**src/wvp_pkg.sv**
```systemverilog
// Package for the wireframe vertex projector: shared types and constants.
// No dependencies.
package wvp_pkg;

   localparam logic OP_LOAD    = 1'b0;
   localparam logic OP_PROJECT = 1'b1;

   // fixed-point one; the datapath divides and scales by shifting, so keep a power of two
   localparam int FIXED_ONE = 4096;

   typedef enum logic [3:0] {
      ST_IDLE,
      ST_MUL,
      ST_DEPTH,
      ST_DIVX,
      ST_DIVY,
      ST_OUT
   } state_type;

   // controller to datapath commands
   typedef struct packed {
      logic       load_item;
      logic       mac_start;
      logic       mac_step;
      logic       div_start;
      logic       div_sel_y;
      logic       div_step;
      logic       set_skip;
      logic       emit;
   } cmd_type;

   // datapath to controller status
   typedef struct packed {
      logic       mac_last;
      logic       depth_bad;
      logic       div_last;
   } sts_type;

endpackage

```
**src/wvp_ctrl.sv**
```systemverilog
// Controller state machine for the vertex projector.
// Depends on wvp_pkg.
module wvp_ctrl (
   input  logic             clock,
   input  logic             reset,
   input  logic             req_tvalid,
   output logic             req_tready,
   input  logic             req_op,
   output logic             rsp_tvalid,
   input  logic             rsp_tready,
   output wvp_pkg::cmd_type cmd,
   input  wvp_pkg::sts_type sts
);
   import wvp_pkg::*;

   state_type state_ff, state_in;
   logic      rsp_valid_ff, rsp_valid_in;

   // next state
   always_comb begin
      state_in = state_ff;
      unique case (state_ff)
         ST_IDLE: begin
            if (req_tvalid && req_op == OP_PROJECT) state_in = ST_MUL;
         end
         ST_MUL: begin
            if (sts.mac_last) state_in = ST_DEPTH;
         end
         ST_DEPTH: begin
            state_in = sts.depth_bad ? ST_IDLE : ST_DIVX;
         end
         ST_DIVX: begin
            if (sts.div_last) state_in = ST_DIVY;
         end
         ST_DIVY: begin
            if (sts.div_last) state_in = ST_OUT;
         end
         ST_OUT: begin
            if (!rsp_valid_ff || rsp_tready) state_in = ST_IDLE;
         end
         default: state_in = ST_IDLE;
      endcase
   end

   // outputs
   always_comb begin
      cmd        = '0;
      req_tready = (state_ff == ST_IDLE);
      cmd.load_item = (state_ff == ST_IDLE) && req_tvalid && req_op == OP_LOAD;
      cmd.mac_start = (state_ff == ST_IDLE) && req_tvalid && req_op == OP_PROJECT;
      cmd.mac_step  = (state_ff == ST_MUL);
      cmd.set_skip  = (state_ff == ST_DEPTH) && sts.depth_bad;
      cmd.div_start = (state_ff == ST_DEPTH && !sts.depth_bad) ||
                      (state_ff == ST_DIVX && sts.div_last);
      cmd.div_sel_y = (state_ff == ST_DIVX);
      cmd.div_step  = (state_ff == ST_DIVX) || (state_ff == ST_DIVY);
      cmd.emit      = (state_ff == ST_OUT) && (!rsp_valid_ff || rsp_tready);
   end

   // hold result valid until taken
   always_comb begin
      rsp_valid_in = rsp_valid_ff;
      if (rsp_tready) rsp_valid_in = 1'b0;
      if (cmd.emit)   rsp_valid_in = 1'b1;
   end

   always_ff @(posedge clock) begin
      if (reset) begin
         state_ff     <= ST_IDLE;
         rsp_valid_ff <= 1'b0;
      end else begin
         state_ff     <= state_in;
         rsp_valid_ff <= rsp_valid_in;
      end
   end

   assign rsp_tvalid = rsp_valid_ff;

endmodule

```
**src/wvp_datapath.sv**
```systemverilog
// Datapath: matrix store, shared multiply-accumulate, shared restoring divider.
// Depends on wvp_pkg.
module wvp_datapath (
   input  logic             clock,
   input  logic             reset,
   input  wvp_pkg::cmd_type cmd,
   output wvp_pkg::sts_type sts,
   input  logic [1:0]       matrix_row,
   input  logic [1:0]       matrix_col,
   input  logic [31:0]      matrix_value,
   input  logic [15:0]      vert_x,
   input  logic [15:0]      vert_y,
   input  logic [15:0]      vert_z,
   input  logic             jump_flag,
   input  logic [15:0]      density,
   output logic [80:0]      rsp_data
);
   import wvp_pkg::*;

   localparam int SH  = $clog2(FIXED_ONE);
   localparam int DW  = 32 + SH;   // dividend magnitude width
   localparam int CW  = $clog2(DW + 1);

   // matrix store, 12 registers; columns 0-2 are read at a counter-chosen place
   logic [31:0] mat_ff [12];
   logic        skip_ff, skip_in;

   // write one entry; row three is dropped
   always_ff @(posedge clock) begin
      if (cmd.load_item && matrix_row != 2'd3)
         mat_ff[{matrix_row, matrix_col}] <= matrix_value;
   end

   // multiply-accumulate: one product per cycle, nine products
   logic [15:0] vx_ff, vy_ff, vz_ff;
   logic        jump_ff;
   logic [1:0]  r_ff, c_ff;
   logic [31:0] acc_ff [3];
   logic [3:0]  idx;
   logic signed [15:0] vsel;
   logic signed [47:0] prod;
   logic signed [47:0] quo;

   assign idx  = {r_ff, c_ff};
   always_comb begin
      unique case (c_ff)
         2'd0:    vsel = vx_ff;
         2'd1:    vsel = vy_ff;
         default: vsel = vz_ff;
      endcase
   end
   assign prod = $signed(mat_ff[idx]) * vsel;
   // truncate toward zero by the fixed-point one
   assign quo  = (prod < 0) ? -((-prod) >>> SH) : (prod >>> SH);

   assign sts.mac_last = (r_ff == 2'd2) && (c_ff == 2'd2);

   always_ff @(posedge clock) begin
      if (cmd.mac_start) begin
         vx_ff   <= vert_x;
         vy_ff   <= vert_y;
         vz_ff   <= vert_z;
         jump_ff <= jump_flag;
         r_ff    <= 2'd0;
         c_ff    <= 2'd0;
         for (int i = 0; i < 3; i++) acc_ff[i] <= mat_ff[4*i + 3];
      end else if (cmd.mac_step) begin
         acc_ff[r_ff] <= acc_ff[r_ff] + quo[31:0];
         if (c_ff == 2'd2) begin
            c_ff <= 2'd0;
            r_ff <= r_ff + 2'd1;
         end else begin
            c_ff <= c_ff + 2'd1;
         end
      end
   end

   assign sts.depth_bad = $signed(acc_ff[2]) <= 0;

   // restoring divider, one quotient bit per cycle
   logic [DW-1:0] rem_ff, num_ff;
   logic [31:0]   den_ff;
   logic          neg_ff;
   logic [CW-1:0] cnt_ff;
   logic [32:0]   trial_hi;
   logic [DW:0]   shifted;
   logic [31:0]   sx_ff;
   logic [DW-1:0] qfin;
   logic [31:0]   half;
   logic signed [31:0] numsrc;

   assign numsrc   = cmd.div_sel_y ? acc_ff[1] : acc_ff[0];
   assign shifted  = {rem_ff, num_ff[DW-1]};
   assign trial_hi = shifted[32:0] - {1'b0, den_ff};
   assign sts.div_last = (cnt_ff == CW'(DW - 1));
   logic          fits;
   assign fits = (shifted[DW:33] != '0) || !trial_hi[32];
   logic [DW-1:0] rem_next;
   assign rem_next = fits ? DW'(shifted - {{(DW-32){1'b0}}, den_ff}) : shifted[DW-1:0];
   assign qfin = {num_ff[DW-2:0], fits};
   // halve magnitude, then apply sign
   assign half = qfin[32:1];

   always_ff @(posedge clock) begin
      if (cmd.div_start) begin
         rem_ff <= '0;
         num_ff <= DW'((numsrc < 0) ? -$signed({numsrc[31], numsrc}) : {1'b0, numsrc}) << SH;
         neg_ff <= numsrc[31];
         den_ff <= acc_ff[2];
         cnt_ff <= '0;
      end else if (cmd.div_step) begin
         rem_ff <= rem_next;
         num_ff <= {num_ff[DW-2:0], fits};
         cnt_ff <= cnt_ff + CW'(1);
      end
      if (cmd.div_step && sts.div_last && cmd.div_sel_y)
         sx_ff <= neg_ff ? -half : half;
   end

   // skip flag
   always_comb begin
      skip_in = skip_ff;
      if (cmd.set_skip) skip_in = 1'b1;
      if (cmd.emit)     skip_in = 1'b0;
   end

   // result register
   logic [31:0] sy_ff;
   always_ff @(posedge clock) begin
      if (cmd.div_step && sts.div_last && !cmd.div_sel_y)
         sy_ff <= neg_ff ? -half : half;
      if (cmd.emit) begin
         rsp_data[0]     <= jump_ff | skip_ff;
         rsp_data[32:1]  <= sx_ff;
         rsp_data[64:33] <= sy_ff;
         rsp_data[80:65] <= (jump_ff | skip_ff) ? 16'd0 : density;
      end
   end

   always_ff @(posedge clock) begin
      if (reset) skip_ff <= 1'b0;
      else       skip_ff <= skip_in;
   end

endmodule

```
**src/wireframe_vertex_projector.sv**
```systemverilog
// Wireframe vertex projector top level: wvp_ctrl plus wvp_datapath, types from wvp_pkg.
// Load: a matrix entry is written when its beat is taken. A projection runs 9 MAC
// steps, a depth check and the shared divider for x then y before rsp_tvalid rises.
// Throughput: one item at a time; a skipped vertex frees the input after its depth
// check, a drawn one after the output state, later while the last result is unread.
// Reset is synchronous, active high: clears control, skip flag, density to 300.
module wireframe_vertex_projector (
   input  logic        clock,
   input  logic        reset,
   input  logic        req_tvalid,
   output logic        req_tready,
   input  logic [87:0] req_tdata,  // op, row[2], col[2], value[32], x, y, z[16], pad
   input  logic        req_tuser,  // jump_flag
   output logic        rsp_tvalid,
   input  logic        rsp_tready,
   output logic [87:0] rsp_tdata,  // is_move, screen_x, screen_y, density_out, pad
   input  logic        csr_valid,
   output logic        csr_ready,
   input  logic [15:0] csr_data    // line_density
);
   import wvp_pkg::*;

   cmd_type     cmd;
   sts_type     sts;
   logic [15:0] dens_ff;
   logic [80:0] rdata;

   assign csr_ready = 1'b1;
   // density register
   always_ff @(posedge clock) begin
      if (reset)          dens_ff <= 16'd300;
      else if (csr_valid) dens_ff <= csr_data;
   end

   wvp_ctrl u_ctrl (
      .clock, .reset, .req_tvalid, .req_tready, .req_op(req_tdata[0]),
      .rsp_tvalid, .rsp_tready, .cmd, .sts
   );

   wvp_datapath u_dp (
      .clock, .reset, .cmd, .sts,
      .matrix_row(req_tdata[2:1]), .matrix_col(req_tdata[4:3]),
      .matrix_value(req_tdata[36:5]), .vert_x(req_tdata[52:37]),
      .vert_y(req_tdata[68:53]), .vert_z(req_tdata[84:69]),
      .jump_flag(req_tuser), .density(dens_ff), .rsp_data(rdata)
   );

   assign rsp_tdata = {7'd0, rdata};

endmodule
```
**config.mk**
```make
export PLATFORM = sky130hd
export DESIGN_NAME = wireframe_vertex_projector
export DESIGN_NICKNAME = d
export VERILOG_FILES = /design/src/wvp_pkg.sv /design/src/wvp_ctrl.sv /design/src/wvp_datapath.sv /design/src/wireframe_vertex_projector.sv
export SDC_FILE = /design/constraint.sdc
export NUM_CORES = 2
export LEC_CHECK = 0
export BUFFER_PORTS_ARGS = -buffer_cell sky130_fd_sc_hd__buf_4
export CAP_MARGIN = 30
export CORE_ASPECT_RATIO = 0.8
export CORE_MARGIN = 2
export CORE_UTILIZATION = 34
export CTS_CLUSTER_SIZE = 24
export DETAILED_ROUTE_END_ITERATION = 6
export GPL_TIMING_DRIVEN = 0
export PLACE_DENSITY = 0.46
export SYNTH_ARGS = -nofsm -noshare
export SYNTH_HDL_FRONTEND = slang
export SYNTH_SLANG_ARGS = --single-unit
```
**constraint.sdc**
```tcl
create_clock -name clock -period 22.5 [get_ports clock]
set_input_delay 4.5 -clock clock [delete_from_list [all_inputs] [get_ports clock]]
set_output_delay 4.5 -clock clock [all_outputs]
set_load 0.05 [all_outputs]
```
* Word-level counts from Yosys, hierarchy flattened
Memories as Yosys holds them, arrays and structs flattened. A register that Yosys moved wholly into a read port is not among the register bits. Cells that the tools add are included.
Storage, ports and cells: output and inout bits 91, memory bits (writable) 480, bits of input ports 110, register bits 347, word-level logic and storage cells 113, memories kept 2
Memories:
- u_dp.mat_ff | words 12, bits a word 32, read ports 4, clocked after memory_dff 0, wr ports 1, line wvp_datapath.sv:25 | logic [31:0] mat_ff [12];
- u_dp.acc_ff | words 3, bits a word 32, read ports 4, clocked after memory_dff 1, wr ports 3, line wvp_datapath.sv:38 | logic [31:0] acc_ff [3];
Cells by class: $lt $le $gt $ge 3, bitwise gates (word level) 2, multiplexer cells 30, reductions and logical operators 30, multiply operators 1, eq/ne operators 15, $add $sub $neg 10
Operator list (number):
- 32-bit 2-to-1 mux | 5
- 44-bit 2-to-1 mux | 3
- 32-bit negator | 3
- 48-bit by 1-bit less-than comparator with 1-bit output, second input constant | 1
- 32-bit by 16-bit multiplier with 48-bit output | 1
- 44-bit negator | 1
- 44-bit by 32-bit subtractor with 44-bit output | 1
- 33-bit by 32-bit subtractor with 33-bit output | 1
- 32-bit adder | 1
- 32-bit by 1-bit less-or-equal comparator with 1-bit output, second input constant | 1
- 32-bit by 1-bit less-than comparator with 1-bit output, second input constant | 1
- 16-bit case mux with 2 select lines | 1
- 32-bit OR reduction | 1
- 4-bit case mux with 6 select lines | 1
- 4-bit 2-to-1 mux | 5
- 1-bit logical AND | 13
- 12-bit nonzero test | 1
- 1-bit 2-to-1 mux | 10
- 2-bit 2-to-1 mux | 5
- 4-bit by 2-bit equality test with 1-bit output, second input constant | 2
- 4-bit by 3-bit equality test with 1-bit output, second input constant | 2
- 6-bit by 1-bit adder with 6-bit output, second input constant | 1
- 6-bit equality test, second input constant | 1
- 2-bit by 1-bit inequality test with 1-bit output, second input constant | 3
- other kinds (15) | 26

* Logic depth before layout (Yosys ltp)
word-level depth 8, depth in mapped cells 50, gate-level depth less buffers 45

* By module
From an unflattened synthesis, not the netlist that was laid out.
Unflattened totals: cells, all modules 4821, area total of the unflattened synthesis 56389.1 um2
Modules (own cells, without submodules):
- wvp_datapath | area each 55390.6 um2, cells each 4711, seq. area each 24533.5 um2, instances 1
- wireframe_vertex_projector | area each 656.9 um2, cells each 62, seq. area each 320.3 um2, instances 1
- wvp_ctrl | area each 341.6 um2, cells each 48, seq. area each 80.1 um2, instances 1

* Worst setup path after synthesis
No wires, ideal clock.
path type register -> register, start point register u_dp.c_ff[0], end point memory u_dp.acc_ff[0][31], data pin, setup slack 10356 ps, data arrival time 11879 ps, library setup time 265 ps, path buffers 7, data required time 22235 ps, clock period less this slack 12144 ps, cell stages (with the launch flop) 50, cells stage by stage dfxtp_1 > buf_6 > clkbuf_1 > buf_1 > clkbuf_1 > clkbuf_1 > mux2i_1 > o21ai_1 > clkbuf_1 > nand2_1 > fa_1 > inv_1 > fa_1 > inv_1 > fa_1 > inv_1 > fa_1 > fa_1 > [14 not listed] > nor2_1 > nand3_1 > nor3_1 > xnor2_1 > ha_1 > o21ai_0 > nand2_1 > and3_1 > a31oi_1 > o31ai_1 > nand2_1 > a22oi_1 > a41oi_1 > a221o_1 > o21ai_0 > a21oi_1 > xnor2_1 > o21ai_1
RTL lines:
- start: declaration | line wvp_datapath.sv:37 | logic [1:0] r_ff, c_ff;
- start signal: assignment | line wvp_datapath.sv:73 | c_ff <= c_ff + 2'd1;
- end: declaration | line wvp_datapath.sv:38

==> impl_metrics.yaml <==
status:
  outcome: "finished clean"
setup_path:
  worst_setup_path_end_kind: "flip-flop"
  critical_path_peak_fanout: 10
  worst_path_largest_cell_delay_ps: 810
  critPathArrivalTime_ps: 17510
  required_ps: 22960
  critical_path.startpoint_type: "flip-flop"
  timing.critical_path.slowest_stage_cell: "o21ai_2"
  setup.worst_path.class: "flip-flop to flip-flop"
timing:
  final-max-slew-violation-count: 0
  final_period_minus_worst_setup_slack_ps: 17050
  setup_viol: 0
  max-slew-margin-rel_pct: 28.6
  timing_hold_violations_final: 0
  actual_transition_at_the_worst_max_transition_pin_ps: 1070
  hold-worst-slack_ps: 391
  clock_skews_ps: 54.6
  grt_setup_unrepaired: "false"
  max_clock_freq_ghz: 0.0586
  finalSetupTns_ps: 0
  final.period_utilization_pct: 75.8
yosys:
  synth_top_cell_area_share_pct: 40.8
  synth_edf_count: 771
  synth-seq-area-share_pct: 44.0
  syn_inst: 4917
  synth_cell_type_count: 95
  yosysWarningCount: 0
  dominantRegCellSynth: "edfxtp_1"
  ys_seq_elements: 860
  synth-async-reset-ratio_pct: 0
  mappedNetlistArea_mm2: 0.0567
  post_synth_main_area_contributors: "edfxtp_1, fa_1, mux4_2"
  syn_area_per_cell_um2: 11.5
  synthDominantAreaCellType: "edfxtp_1"
die:
  placementRows: 134
  overall_die_area_mm2: 0.170
  boundaryPins: 201
  initial_core_util_pct: 34.1
  standard_cell_core_area_mm2: 0.166
  die_width_um: 461
  chipHeight_um: 369
place:
  numPortBuffers: 189
  gp_routability_congestion: 0.916
  dp.final_hpwl_mm: 145
clock_network:
  clock_path_buffers: 3
  clk_latency_ps: 730
  clock_tree_from_tritoncts: "done"
  h_tree_depth: 3
  cts_sink_cnt: 860
  cts_resized: 0
  cts_setup_buffers: 0
  ctsHoldBuffers: 0
  root_buffer: "clkbuf_16"
  cts.reportedPaths.clkPinSlew_ps: 60
  number_of_buffers_created_by_cts: 92
route:
  antenna_left: 0
  drt-pass1-iter-count: 6
  route.vias.total: 39100
  routed_wire_length_per_instance_um: 24.2
  number_of_design_rule_violations_left_after_detail_routing: 0
  vias_per_cell: 5.14
  totalWireLength_mm: 184
  first_iter_violations: 3779
global_routing:
  grtUsageTotal_pct: 21.6
  gr-total-overflow: 0
  antenna_violations_before_repair: 17
  grt_pass1_wl_mm: 266
  number_of_global_route_vias_before_repair: 38200
  grt_max_degree: 45
cells_and_area:
  fillers: 16100
  final_net_count: 6079
  flow.area_growth_from_synthesis_pct: 15.2
  final_layout_size_suffix_gt1_share_pct: 11.4
worst_hold_path:
  min_path_type: "flip-flop to flip-flop"
job:
  cap_violations: 0
-- metrics by stage --
stage	util (%)	setup WS, ps	cells	cell area [um^2]
floorplan	-	10360	4923	56700
global placement	36.7	4130	7356	60900
detailed placement	37.5	5500	7435	62200
CTS	39.2	5460	7598	65200
global route	39.3	4560	7612	65300
finish	39.3	5450	7617	65300
-- routing by layer --
layer	global-route usage, %	vias to the layer above	part of all wire, %
met4	5.06	6	2.2
met2	31.2	1287	43
met3	5.58	189	8.4
met5	0	-	0.022
met1	32.3	20100	47
li1	-	17600	-
-- synth_stat cells (17+ instances only) --
master	instances
edfxtp_1	771
inv_1	680
nand2_1	649
fa_1	488
nor2_1	250
o21ai_0	203
ha_1	185
clkbuf_1	179
mux4_2	128
xnor2_1	126
a21oi_1	114
and2_1	113
dfxtp_1	89
mux2i_1	74
nand3_1	73
xor2_1	67
nor3_1	65
a21o_1	53
o211ai_1	51
nand4_1	45
nor2b_1	43
o21a_1	39
a31oi_1	36
nand2b_1	36
o21ai_1	31
buf_1	28
and3_1	22
nor4_1	22
or3_1	20
o21bai_1	17
-- logic make-up (layout without fill, tap and decap cells) --
family	count (synthesis)	count (layout)	share of synthesized area (%)
simple gates	1399	1399	11.4
buf+inv	903	1345	6.06
flops	860	860	44.0
compound gates	678	678	7.71
fa+ha+maj	673	673	21.3
mux	208	208	6.53
xor+xnor	194	194	3.01
other cells	2	16	0.0132
-- registers in the layout (all words and copies together), names as in the netlist, 32 cells and up, named ones only --
signal,flops
u_dp.den_ff,32
u_dp.mat_ff,384
u_dp.acc_ff,128
u_dp.num_ff,44
u_dp.rem_ff,44
u_dp.rsp_data,81
u_dp.sx_ff,32
u_dp.sy_ff,32
-- cells in the final DEF (no fill, tap or decap), types with 67 or more instances in the layout --
master	netlist	final
fa_1	488	488
nand2_1	649	646
xnor2_1	126	126
nor2_1	250	239
and2_1	113	112
clkbuf_16	0	93
buf_4	8	216
nand3_1	73	73
edfxtp_1	771	771
inv_1	680	678
mux4_2	128	128
mux2i_1	74	74
ha_1	185	185
dfxtp_1	89	89
xor2_1	67	67
clkbuf_1	179	202
a21oi_1	114	114
o21ai_0	203	202
-- final timing paths --
kind | from | to | slack (ps) | cells past startpoint
setup / recovery | u_dp.c_ff[0] | u_dp.acc_ff[1][31] | 5450 | 48
hold / removal | u_dp.sy_ff[19] | u_dp.rsp_data[52] | 390 | 0
setup reg to reg | u_dp.c_ff[0] | u_dp.acc_ff[1][31] | 5450 | 48
hold reg to reg | u_dp.sy_ff[19] | u_dp.rsp_data[52] | 390 | 0
-- critical path, delay by kind of cell, from the launching register on --
family | cells | cell delay [ps]
AOI/OAI and AO/OA | 17 | 5820
xor gates and xnor gates | 2 | 610
adders and majority gates | 8 | 3550
buffers and inverters | 11 | 4470
DFF | 1 | 330
muxes | 2 | 660
and+or+nand+nor | 8 | 1300
-- layout make-up --
type	instances	area, um^2	share of cell area, %
clock inverter	47	510	0.782
timing repair buffer	279	2660	4.07
inverter	682	2560	3.92
tap	2244	2810	4.30
multi-input combinational	3160	28500	43.7
antenna	8	20.0	0.0306
buffer	221	876	1.34
sequential	860	24900	38.2
clock buffer	116	2410	3.70
Power is not shown: default switching activity piles up to over one toggle a cycle in this logic, so the estimate is an artifact.
